### src/design/sfr_pkg.sv
// Shared types and constants for the sensor frame receiver.
`timescale 1ns / 1ps
`default_nettype none

package sfr_pkg;

  localparam int COUNTER_WIDTH = 16;
  localparam int FRAME_LEN     = 9;
  localparam int POS_W         = 4;
  localparam int OUT_CNT_W     = 16;
  localparam int READING_W     = 16;
  localparam logic [7:0] READ_COMMAND = 8'h86;
  localparam logic [POS_W-1:0] LAST_POS = POS_W'(FRAME_LEN - 1);

  localparam int EVENT_FIFO_DEPTH = 2;
  localparam int EVENT_FIFO_AW    = $clog2(EVENT_FIFO_DEPTH);

  typedef enum logic [1:0] {
    STATUS_GOOD    = 2'd0,
    STATUS_BAD_SUM = 2'd1,
    STATUS_BAD_CMD = 2'd2
  } frame_status_e;

  // One finished frame, as handed from the front end to the back end.
  typedef struct packed {
    frame_status_e          status;
    logic [READING_W-1:0]   reading;
  } frame_event_t;

endpackage

`default_nettype wire

### src/design/sfr_front.sv
// Front end: frames incoming bytes, checks the checksum and classifies frames.
`timescale 1ns / 1ps
`default_nettype none

module sfr_front (
  input  wire logic                 clk_i,
  input  wire logic                 rst_ni,
  input  wire logic                 beat_i,
  input  wire logic [7:0]           rx_byte_i,
  input  wire logic                 frame_restart_i,
  output sfr_pkg::frame_event_t     event_o,
  output logic                      push_o
);

  logic [sfr_pkg::POS_W-1:0] pos_q, pos_d, pos_eff;
  logic [7:0]                sum_q, sum_d, sum_eff;
  logic [7:0]                cmd_q, cmd_d;
  logic [7:0]                hi_q, hi_d;
  logic [7:0]                lo_q, lo_d;
  logic                      last_byte;
  logic [7:0]                expect_sum;

  // A restart clears position and sum before this byte is taken.
  assign pos_eff    = frame_restart_i ? '0 : pos_q;
  assign sum_eff    = frame_restart_i ? '0 : sum_q;
  assign last_byte  = (pos_eff >= sfr_pkg::LAST_POS);
  assign expect_sum = 8'(~sum_eff + 8'd1);

  always_comb begin
    pos_d = pos_q;
    sum_d = sum_q;
    cmd_d = cmd_q;
    hi_d  = hi_q;
    lo_d  = lo_q;
    if (beat_i) begin
      if (last_byte) begin
        pos_d = '0;
        sum_d = '0;
      end else begin
        pos_d = pos_eff + 1'b1;
        sum_d = (pos_eff != '0) ? 8'(sum_eff + rx_byte_i) : sum_eff;
        if (pos_eff == sfr_pkg::POS_W'(1)) cmd_d = rx_byte_i;
        if (pos_eff == sfr_pkg::POS_W'(2)) hi_d  = rx_byte_i;
        if (pos_eff == sfr_pkg::POS_W'(3)) lo_d  = rx_byte_i;
      end
    end
  end

  always_comb begin
    push_o          = beat_i && last_byte;
    event_o.reading = {hi_q, lo_q};
    if (expect_sum != rx_byte_i) begin
      event_o.status = sfr_pkg::STATUS_BAD_SUM;
    end else if (cmd_q == sfr_pkg::READ_COMMAND) begin
      event_o.status = sfr_pkg::STATUS_GOOD;
    end else begin
      event_o.status = sfr_pkg::STATUS_BAD_CMD;
    end
  end

  always_ff @(posedge clk_i or negedge rst_ni) begin
    if (!rst_ni) begin
      pos_q <= '0;
      sum_q <= '0;
    end else begin
      pos_q <= pos_d;
      sum_q <= sum_d;
    end
  end

  // Fields are always rewritten at positions 1..3 before a frame completes.
  always_ff @(posedge clk_i) begin
    cmd_q <= cmd_d;
    hi_q  <= hi_d;
    lo_q  <= lo_d;
  end

endmodule

`default_nettype wire

### src/design/sfr_event_fifo.sv
// Short queue of classified frames between the front and back ends.
`timescale 1ns / 1ps
`default_nettype none

module sfr_event_fifo (
  input  wire logic                 clk_i,
  input  wire logic                 rst_ni,
  input  wire logic                 push_i,
  input  wire sfr_pkg::frame_event_t data_i,
  output logic                      full_o,
  input  wire logic                 pop_i,
  output sfr_pkg::frame_event_t     data_o,
  output logic                      empty_o
);

  localparam int AW = sfr_pkg::EVENT_FIFO_AW;
  localparam int DEPTH = sfr_pkg::EVENT_FIFO_DEPTH;

  sfr_pkg::frame_event_t mem_q [DEPTH];
  logic [AW-1:0] wr_ptr_q, wr_ptr_d;
  logic [AW-1:0] rd_ptr_q, rd_ptr_d;
  logic [AW:0]   count_q, count_d;
  logic          do_push, do_pop;

  assign full_o  = (count_q == (AW+1)'(DEPTH));
  assign empty_o = (count_q == '0);
  assign do_push = push_i && !full_o;
  assign do_pop  = pop_i && !empty_o;
  assign data_o  = mem_q[rd_ptr_q];

  always_comb begin
    wr_ptr_d = wr_ptr_q;
    rd_ptr_d = rd_ptr_q;
    count_d  = count_q;
    if (do_push) begin
      wr_ptr_d = (wr_ptr_q == AW'(DEPTH - 1)) ? '0 : wr_ptr_q + 1'b1;
    end
    if (do_pop) begin
      rd_ptr_d = (rd_ptr_q == AW'(DEPTH - 1)) ? '0 : rd_ptr_q + 1'b1;
    end
    if (do_push && !do_pop) begin
      count_d = count_q + 1'b1;
    end else if (do_pop && !do_push) begin
      count_d = count_q - 1'b1;
    end
  end

  always_ff @(posedge clk_i or negedge rst_ni) begin
    if (!rst_ni) begin
      wr_ptr_q <= '0;
      rd_ptr_q <= '0;
      count_q  <= '0;
    end else begin
      wr_ptr_q <= wr_ptr_d;
      rd_ptr_q <= rd_ptr_d;
      count_q  <= count_d;
    end
  end

  always_ff @(posedge clk_i) begin
    if (do_push) mem_q[wr_ptr_q] <= data_i;
  end

endmodule

`default_nettype wire

### src/design/sfr_back.sv
// Back end: updates reading and counters per frame and holds the result beat.
`timescale 1ns / 1ps
`default_nettype none

module sfr_back (
  input  wire logic                            clk_i,
  input  wire logic                            rst_ni,
  input  wire sfr_pkg::frame_event_t           event_i,
  input  wire logic                            empty_i,
  output logic                                 pop_o,
  output logic                                 out_valid_o,
  input  wire logic                            out_ready_i,
  output sfr_pkg::frame_status_e               frame_status_o,
  output logic [sfr_pkg::READING_W-1:0]        concentration_o,
  output logic [sfr_pkg::OUT_CNT_W-1:0]        good_frames_o,
  output logic [sfr_pkg::OUT_CNT_W-1:0]        checksum_failures_o,
  output logic [sfr_pkg::OUT_CNT_W-1:0]        command_failures_o
);

  localparam int CW = sfr_pkg::COUNTER_WIDTH;

  logic                           valid_q;
  logic [sfr_pkg::READING_W-1:0]  reading_q, reading_d;
  logic [CW-1:0]                  good_q, good_d;
  logic [CW-1:0]                  bad_sum_q, bad_sum_d;
  logic [CW-1:0]                  bad_cmd_q, bad_cmd_d;
  sfr_pkg::frame_status_e         status_q;

  // Output register frees up when empty or when its beat is taken.
  assign pop_o = !empty_i && (!valid_q || out_ready_i);

  always_comb begin
    reading_d = reading_q;
    good_d    = good_q;
    bad_sum_d = bad_sum_q;
    bad_cmd_d = bad_cmd_q;
    unique case (event_i.status)
      sfr_pkg::STATUS_GOOD: begin
        reading_d = event_i.reading;
        good_d    = good_q + 1'b1;
      end
      sfr_pkg::STATUS_BAD_SUM: bad_sum_d = bad_sum_q + 1'b1;
      sfr_pkg::STATUS_BAD_CMD: bad_cmd_d = bad_cmd_q + 1'b1;
      default: ;
    endcase
  end

  always_ff @(posedge clk_i or negedge rst_ni) begin
    if (!rst_ni) begin
      valid_q   <= 1'b0;
      reading_q <= '0;
      good_q    <= '0;
      bad_sum_q <= '0;
      bad_cmd_q <= '0;
    end else begin
      if (pop_o) begin
        valid_q   <= 1'b1;
        reading_q <= reading_d;
        good_q    <= good_d;
        bad_sum_q <= bad_sum_d;
        bad_cmd_q <= bad_cmd_d;
      end else if (out_ready_i) begin
        valid_q <= 1'b0;
      end
    end
  end

  always_ff @(posedge clk_i) begin
    if (pop_o) status_q <= event_i.status;
  end

  assign out_valid_o         = valid_q;
  assign frame_status_o      = status_q;
  assign concentration_o     = reading_q;
  assign good_frames_o       = sfr_pkg::OUT_CNT_W'(good_q);
  assign checksum_failures_o = sfr_pkg::OUT_CNT_W'(bad_sum_q);
  assign command_failures_o  = sfr_pkg::OUT_CNT_W'(bad_cmd_q);

endmodule

`default_nettype wire

### src/design/sensor_frame_receiver.sv
// Top level of the sensor frame receiver.
`timescale 1ns / 1ps
`default_nettype none

// Groups received bytes into fixed 9-byte frames (no start-byte search; a
// restart flag on a beat drops any partial frame and makes that byte the
// first of a new one). Byte 8 must equal the negated 8-bit sum of bytes 1..7;
// a good frame with command 0x86 updates the 16-bit reading from bytes 2/3.
// One result beat per frame carries the status, the latest reading and the
// three wrapping frame counters. Input bytes are taken one per cycle; the
// front end stalls only when its two-entry frame queue is full, which needs
// the result side to stall for more than a frame. After the ninth byte is
// taken, a result is written to the queue, then to the output register.
module sensor_frame_receiver (
  input  wire logic        clk_i,
  input  wire logic        rst_ni,
  input  wire logic        s_axis_tvalid_i,
  output logic             s_axis_tready_o,
  input  wire logic [7:0]  s_axis_tdata_i,   // [7:0] rx_byte
  input  wire logic        s_axis_tuser_i,   // [0] frame_restart
  output logic             m_axis_tvalid_o,
  input  wire logic        m_axis_tready_i,
  // [1:0] frame_status, [17:2] concentration, [33:18] good_frames,
  // [49:34] checksum_failures, [65:50] command_failures, [71:66] zero
  output logic [71:0]      m_axis_tdata_o
);

  sfr_pkg::frame_event_t  front_event, back_event;
  logic                   push, pop, full, empty, beat;
  sfr_pkg::frame_status_e status;
  logic [sfr_pkg::READING_W-1:0] concentration;
  logic [sfr_pkg::OUT_CNT_W-1:0] good_frames, checksum_failures, command_failures;

  assign s_axis_tready_o = !full;
  assign beat            = s_axis_tvalid_i && s_axis_tready_o;

  sfr_front u_front (
    .clk_i          (clk_i),
    .rst_ni         (rst_ni),
    .beat_i         (beat),
    .rx_byte_i      (s_axis_tdata_i),
    .frame_restart_i(s_axis_tuser_i),
    .event_o        (front_event),
    .push_o         (push)
  );

  sfr_event_fifo u_fifo (
    .clk_i  (clk_i),
    .rst_ni (rst_ni),
    .push_i (push),
    .data_i (front_event),
    .full_o (full),
    .pop_i  (pop),
    .data_o (back_event),
    .empty_o(empty)
  );

  sfr_back u_back (
    .clk_i              (clk_i),
    .rst_ni             (rst_ni),
    .event_i            (back_event),
    .empty_i            (empty),
    .pop_o              (pop),
    .out_valid_o        (m_axis_tvalid_o),
    .out_ready_i        (m_axis_tready_i),
    .frame_status_o     (status),
    .concentration_o    (concentration),
    .good_frames_o      (good_frames),
    .checksum_failures_o(checksum_failures),
    .command_failures_o (command_failures)
  );

  assign m_axis_tdata_o = {6'd0, command_failures, checksum_failures, good_frames,
                           concentration, status};

endmodule

`default_nettype wire
### config.mk
export PLATFORM = sky130hd
export DESIGN_NAME = sensor_frame_receiver
export DESIGN_NICKNAME = d
export VERILOG_FILES = /design/src/design/sfr_pkg.sv /design/src/design/sfr_front.sv /design/src/design/sfr_event_fifo.sv /design/src/design/sfr_back.sv /design/src/design/sensor_frame_receiver.sv
export SDC_FILE = /design/constraint.sdc
export NUM_CORES = 1
export LEC_CHECK = 0
export BUFFER_PORTS_ARGS = -buffer_cell sky130_fd_sc_hd__buf_2
export CAP_MARGIN = 20
export CORE_ASPECT_RATIO = 0.6
export CORE_MARGIN = 5
export CORE_UTILIZATION = 40
export CTS_CLUSTER_DIAMETER = 150
export CTS_CLUSTER_SIZE = 12
export DETAILED_ROUTE_END_ITERATION = 7
export GPL_TIMING_DRIVEN = 1
export SYNTH_ARGS = -nofsm -noshare
export SYNTH_HDL_FRONTEND = slang
export SYNTH_SLANG_ARGS = --single-unit
### constraint.sdc
create_clock -name clk_i -period 2.7 [get_ports clk_i]
set_clock_uncertainty 0.15 [all_clocks]
set_input_delay 0.135 -clock clk_i [delete_from_list [all_inputs] [get_ports clk_i]]
set_output_delay 0.135 -clock clk_i [all_outputs]
set_load 0.01 [all_outputs]
Yosys cells after proc, flatten, opt, wreduce, memory -nomap -nowiden
Memory sizes are Yosys's and may differ from the RTL's.
Index checks and enable logic that the tools add are counted.
W data, S select, Z words.
{"block": "word_totals", "regBits": 107, "ramBits": 36, "input_bits": 13, "output_inout_bits": 74, "wordCells": 75, "mem_count": 1}
{"block": "classes", "n_addsub": 10, "n_lt_le_gt_ge": 1, "n_eq_ne": 8, "muxes": 15, "bitwise_logic": 2, "reduce_logical": 24}
{"name": "u_fifo.mem_q", "depth": 2, "word_bits": 18, "read_ports": 1, "rd_ports_with_merged_regs": 0, "write_ports": 1, "line": "sfr_event_fifo.sv:19", "rtl": "sfr_pkg::frame_event_t mem_q [DEPTH];"}
{"op": "$add A16 B1 Y16 const B", "count": 3}
{"op": "$mux W8", "count": 3}
{"op": "$reduce_and A3 Y1", "count": 3}
{"op": "$add A8 B1 Y8 const B", "count": 1}
{"op": "$add A8 B8 Y8", "count": 1}
{"op": "$eq A4 B2 Y1 const B", "count": 2}
{"op": "$eq A8 B8 Y1 const B", "count": 1}
{"op": "$mux W2", "count": 4}
{"op": "$mux W4", "count": 2}
{"op": "$ne A8 B8 Y1", "count": 1}
{"op": "$not A8 Y8", "count": 1}
{"op": "$logic_and A1 B1 Y1", "count": 7}
{"op": "$mux W1", "count": 6}
{"op": "$reduce_and A2 Y1", "count": 3}
{"op": "$logic_not A1 Y1", "count": 5}
{"op": "$add A4 B1 Y4 const B", "count": 1}
{"op": "$eq A2 B2 Y1 const B", "count": 2}
{"op": "$eq A4 B1 Y1 const B", "count": 1}
{"op": "$ge A4 B4 Y1 const B", "count": 1}
{"op": "$logic_not A2 Y1", "count": 2}
{"op": "$reduce_bool A2 Y1", "count": 2}
{"op": "$reduce_bool A4 Y1", "count": 1}
{"op": "$add A1 B1 Y1 const B", "count": 2}
{"op": "$add A2 B1 Y2 const B", "count": 1}
{"op": "other kinds (4)", "count": 4}

Longest topological paths before layout
{"block": "depth", "depth_word": 9, "ltp_mapped": 12, "mapped_depth_nobuf": 10}

Cells and area by module
From an unflattened synthesis, not the netlist that was laid out.
{"block": "unflattened", "cells_unflattened": 529, "area_unflattened_um2": 6765.2}
{"module": "sfr_back", "instances": 1, "cells_each": 220, "area_each_um2": 2862.7, "seq_area_each_um2": 1686.6}
{"module": "sfr_front", "instances": 1, "cells_each": 225, "area_each_um2": 2298.5, "seq_area_each_um2": 1021.0}
{"module": "sfr_event_fifo", "instances": 1, "cells_each": 75, "area_each_um2": 1545.2, "seq_area_each_um2": 1181.1}
{"module": "sensor_frame_receiver", "instances": 1, "cells_each": 9, "area_each_um2": 58.8, "seq_area_each_um2": 0.0}

Worst setup path after synthesis
Ideal clock, no wire load.
{"block": "synth_path", "path_kind": "reg2reg", "start": "register u_fifo.count_q[0]", "end": "memory u_fifo.mem_q[0][0] (netlist bit), enable pin", "setup_time_ps": 416, "t_arrival_ps": 2216, "t_required_ps": 2134, "path_slack_ps": -82, "stages_incl_launch_ff": 5, "n_path_buf": 1, "period_less_slack_ps": 2782, "path_cell_list": "dfrtp_1 nand2b_1 nand2_1 clkbuf_1 nor3_1"}
{"block": "synth_via", "elab_chain_cells": 7}
{"element": "from (decl)", "line": "sfr_event_fifo.sv:22", "rtl": "logic [AW:0] count_q, count_d;"}
{"element": "from (signal assigned)", "line": "sfr_event_fifo.sv:56", "rtl": "count_q <= count_d;"}
{"element": "$eq A2 B2 Y1 *", "line": "sfr_event_fifo.sv:25", "rtl": "assign full_o = (count_q == (AW+1)'(DEPTH));"}
{"element": "$logic_not A1 Y1 *", "line": "sensor_frame_receiver.sv:34", "rtl": "assign s_axis_tready_o = !full;"}
{"element": "named net s_axis_tready_o", "line": "sensor_frame_receiver.sv:18", "rtl": "output logic s_axis_tready_o,"}
{"element": "$logic_and A1 B1 Y1", "line": "sensor_frame_receiver.sv:35", "rtl": "assign beat = s_axis_tvalid_i && s_axis_tready_o;"}
{"element": "$logic_and A1 B1 Y1", "line": "sfr_front.sv:50", "rtl": "push_o = beat_i && last_byte;"}
{"element": "$logic_and A1 B1 Y1 *", "line": "sfr_event_fifo.sv:27", "rtl": "assign do_push = push_i && !full_o;"}
{"element": "$mux W1 *", "line": "sfr_event_fifo.sv:61", "rtl": "if (do_push) mem_q[wr_ptr_q] <= data_i;"}
{"element": "$mux W1 (implied by the code) *", "line": "sfr_event_fifo.sv:61"}
{"element": "to (decl)", "line": "sfr_event_fifo.sv:19"}
The timed path passes the listed nets; every way through them passes the cells marked *.

Worst setup path in the final report
{"block": "layout_path", "start": "register u_front.sum_q[0]", "end": "register u_front.sum_q[6]"}
{"block": "layout_via", "elab_chain_cells": 4}
{"element": "from (decl)", "line": "sfr_front.sv:16", "rtl": "logic [7:0] sum_q, sum_d, sum_eff;"}
{"element": "from (signal assigned)", "line": "sfr_front.sv:67", "rtl": "sum_q <= sum_d;"}
{"element": "$mux W8", "line": "sfr_front.sv:25", "rtl": "assign sum_eff = frame_restart_i ? '0 : sum_q;"}
{"element": "$add A8 B8 Y8", "line": "sfr_front.sv:41", "rtl": "sum_d = (pos_eff != '0) ? 8'(sum_eff + rx_byte_i) : sum_eff;"}
{"element": "$mux W8", "line": "sfr_front.sv:41"}
{"element": "$mux W8", "line": "sfr_front.sv:36", "rtl": "if (last_byte) begin"}
Every way passes these cells.
A chain may end at the register's enable or synchronous reset.

==> qor.log <==
INFO  clocking       cts_tree=yes
INFO  logic_synthesis ys_async_sr_fraction=56.6%
INFO  logic_synthesis synth-seq-cells=143
INFO  logic_synthesis netlist-cell-type-count=57
INFO  clocking       post_cts.repair.setup_buffers=0
INFO  power_and_ir_drop power_consumption=7.27mW
INFO  routing        routedWlPerCell=16.5um
INFO  grt            number_of_antenna_violations_at_the_first_check_in_global_routing=0
INFO  clocking       clkSlewWorstSetupHoldPaths=60ps
INFO  timing         timing_worst_slew_pin_value=706ps
INFO  power_and_ir_drop irDropWorstVdd=374uV
INFO  routing        drc_errors=0
INFO  floorplanning  dieArea=18800um2
INFO  routing        route.antenna.remaining_nets=0
INFO  worst_setup_path worst-path-max-fanout=5
INFO  clocking       numCtsBuffers=17
INFO  worst_setup_path worst_ep_arrival_time=2600ps
INFO  worst_setup_path crit_path_end_kind=register
INFO  power_and_ir_drop power.static_leakage=3.37nW
INFO  clocking       cts.path.max_buffers=2
INFO  placed_design  port-buffer-count=80
INFO  hold_path      hold_path_class=input port to register
INFO  timing         layout_min_cycle_time=2470ps
INFO  routing        1st_iter_drt_viols=376
INFO  floorplanning  core-area=15500um2
INFO  timing         setup_viol_count_final=0
INFO  finish         insertedDiodeCount=0
INFO  grt            grt_overflow_total=0
INFO  clocking       cts_num_sinks=143
INFO  worst_setup_path cp.required=2840ps
INFO  logic_synthesis synth.avg_cell_area=12.2um2
INFO  grt            first_global_vias=4206
INFO  routing        viasPerCell=5.19
INFO  logic_synthesis yosys_warnings=0
INFO  timing         final-max-slew-violation-count=0
INFO  floorplanning  floorplan.die.height=108um
INFO  timing         rsz0062_at_grt=false
INFO  finish         share_of_final_layout_standard_cells_stronger_than_drive_strength_1=21.7%
INFO  timing         worst_slew_margin_rel=52.8%
INFO  finish         final_common_cell=dfrtp_1
INFO  power_and_ir_drop total_power_density_per_cell_area=934nW/um2
INFO  logic_synthesis postSynthCellCount=528
INFO  floorplanning  std_cell_rows=35
INFO  clocking       worstSkewPairLatency=400ps
INFO  logic_synthesis yosys_most_used_dff=dfrtp_1
INFO  timing         fmax=0.406GHz
INFO  finish         layout-area-overhead-vs-synth=21.2%
INFO  finish         final_nets=652
INFO  placed_design  dp_hpwl=9720um
INFO  grt            grt_first_pass_wirelength=22800um
INFO  timing         setup_tns=0ps
INFO  worst_setup_path crit_path_start_kind=register
INFO  floorplanning  initial_cell_density_of_the_core=41.3%
INFO  routing        drt_wl_total=13900um
INFO  routing        dr_total_vias=4377
INFO  logic_synthesis post_synth_instance_area=6420um2
INFO  floorplanning  die-width=174um
INFO  outcome        status=finished, final reports clean
INFO  timing         timing_hold_violations_final=0
INFO  clocking       cts_max_level=4
INFO  routing        dr.pass1.iters=5
INFO  logic_synthesis number_of_enable_flip_flop_cells_after_synthesis=62
INFO  grt            grt_util_all_layers=15.3%
INFO  floorplanning  number_of_top_level_pins=87
INFO  grt            maximum_number_of_pins_on_one_net_before_global_route_repair=48
INFO  flow_run       maxCapViolations=0
INFO  placed_design  gp_congestion=0.890
INFO  logic_synthesis synth_sequential_area_ratio=60.5%
INFO  clocking       ctsRootBufferMaster=clkbuf_16
INFO  finish         final_cell_mix=dfrtp_1 (81), buf_2 (79), edfxtp_1 (62)
INFO  timing         final.period_utilization=91.3%
INFO  worst_setup_path timing_worst_setup_path_type=register to register
INFO  worst_setup_path setup.reg_to_reg.worst_slack=230ps
-- kinds of logic (layout without fill, tap and decap cells) --
kind of cell               count (synthesis)  count (layout)  share of synthesized area [%]
xor gates and xnor gates                  69              69                           9.41
DFF                                      143             143                           60.5
other                                      1               6                         0.0584
muxes                                     27              27                           4.58
buffers and inverters                     38             145                           2.75
and+or+nand+nor                          169             169                           13.5
AOI/OAI and AO/OA                         69              69                           6.89
adders and majority gates                 12              12                           2.34
-- report_power, final --
| group | total (mW) | switching, mW | internal [mW] |
|---|---|---|---|
| Combinational | 1.92 | 1.07 | 0.847 |
| Sequential | 2.94 | 0.313 | 2.63 |
| Clock | 2.41 | 0.941 | 1.47 |
-- final timing paths --
check,start,end,depth (start not counted)
max,u_front.sum_q[0],u_front.sum_q[6],9
min,m_axis_tready_i,u_back.out_valid_o,3
min in group asynchronous,rst_ni,u_back.good_frames_o[15],2
max in group asynchronous,rst_ni,u_back.concentration_o[8],3
min reg2reg,u_front.lo_q[2],u_fifo.mem_q[1][2],0
max reg2reg,u_front.sum_q[0],u_front.sum_q[6],9
-- synthesized netlist by cell type, types with 4 or more instances --
| cell type | instances | area (um2) |
|---|---|---|
| a21oi_1 | 22 | 110 |
| a22o_1 | 4 | 35.0 |
| and3_1 | 17 | 106 |
| buf_4 | 6 | 45.0 |
| clkbuf_1 | 18 | 67.6 |
| dfrtp_1 | 81 | 2030 |
| edfxtp_1 | 62 | 1860 |
| ha_1 | 12 | 150 |
| inv_1 | 7 | 26.3 |
| mux2_2 | 5 | 56.3 |
| mux2i_1 | 20 | 200 |
| nand2_1 | 47 | 176 |
| nand2b_1 | 5 | 31.3 |
| nand3_1 | 16 | 80.1 |
| nand4_1 | 10 | 62.6 |
| nor2_1 | 44 | 165 |
| nor2b_1 | 7 | 43.8 |
| o211ai_1 | 4 | 30.0 |
| o21ai_0 | 14 | 70.1 |
| o22ai_1 | 5 | 31.3 |
| xnor2_1 | 50 | 438 |
| xor2_1 | 19 | 166 |
-- routing by layer --
layer / vias up / GRT usage, % / share of wire, %
li1: 2071 / - / -
met5: - / 0 / 0
met2: 158 / 21.2 / 42
met4: 0 / 4.69 / 0.61
met3: 6 / 4.02 / 6.5
met1: 2142 / 23.3 / 51
-- area by class of cell --
| cell class | instances | area (um2) |
|---|---|---|
| clock inverters | 14 | 180 |
| fillers | 1349 | 7760 |
| inverters | 8 | 30.0 |
| flip-flops and latches | 143 | 3890 |
| repair buffers | 105 | 616 |
| well taps | 203 | 254 |
| multi-input cells | 352 | 2390 |
| clock buffers | 18 | 429 |
-- sequential cells by signal (all words and copies together) (netlist names), 8 cells and up --
register / count
u_back.checksum_failures_o: 16
u_back.command_failures_o: 16
u_back.concentration_o: 16
u_back.good_frames_o: 16
u_fifo.mem_q: 36
u_front.cmd_q: 8
u_front.hi_q: 8
u_front.lo_q: 8
u_front.sum_q: 8
-- timing repair --
| action | 4_1_cts | 5_1_grt |
|---|---|---|
| endpoints found under the hold margin | 70 | 0 |
| gates resized for setup | 0 | 0 |
| hold buffers | 10 | 0 |
-- critical path, cell delays in order (launching register included) --
cell	delay [ps]
dfrtp_1	400
nor2b_1	210
ha_1	250
ha_1	220
a21oi_1	70
o221ai_1	190
a32oi_1	110
a221oi_1	350
xor2_1	130
a32o_1	280
-- through the flow --
step | utilization (%) | std cells | hold WS [ps] | instance area, um2 | worst slack (ps)
after global routing | 50.1 | 843 | 34.7 | 7790 | 32.1
after global placement | 45.5 | 801 | 41.8 | 7080 | 359
after CTS | 50.1 | 843 | 16.4 | 7790 | 236
after detailed placement | 45.5 | 801 | 57.9 | 7080 | 279
after floorplan | - | 533 | -311 | 6450 | 4.19
final | 50.1 | 843 | 27.1 | 7790 | 235
No activity file was read; power rests on OpenSTA's default activity.
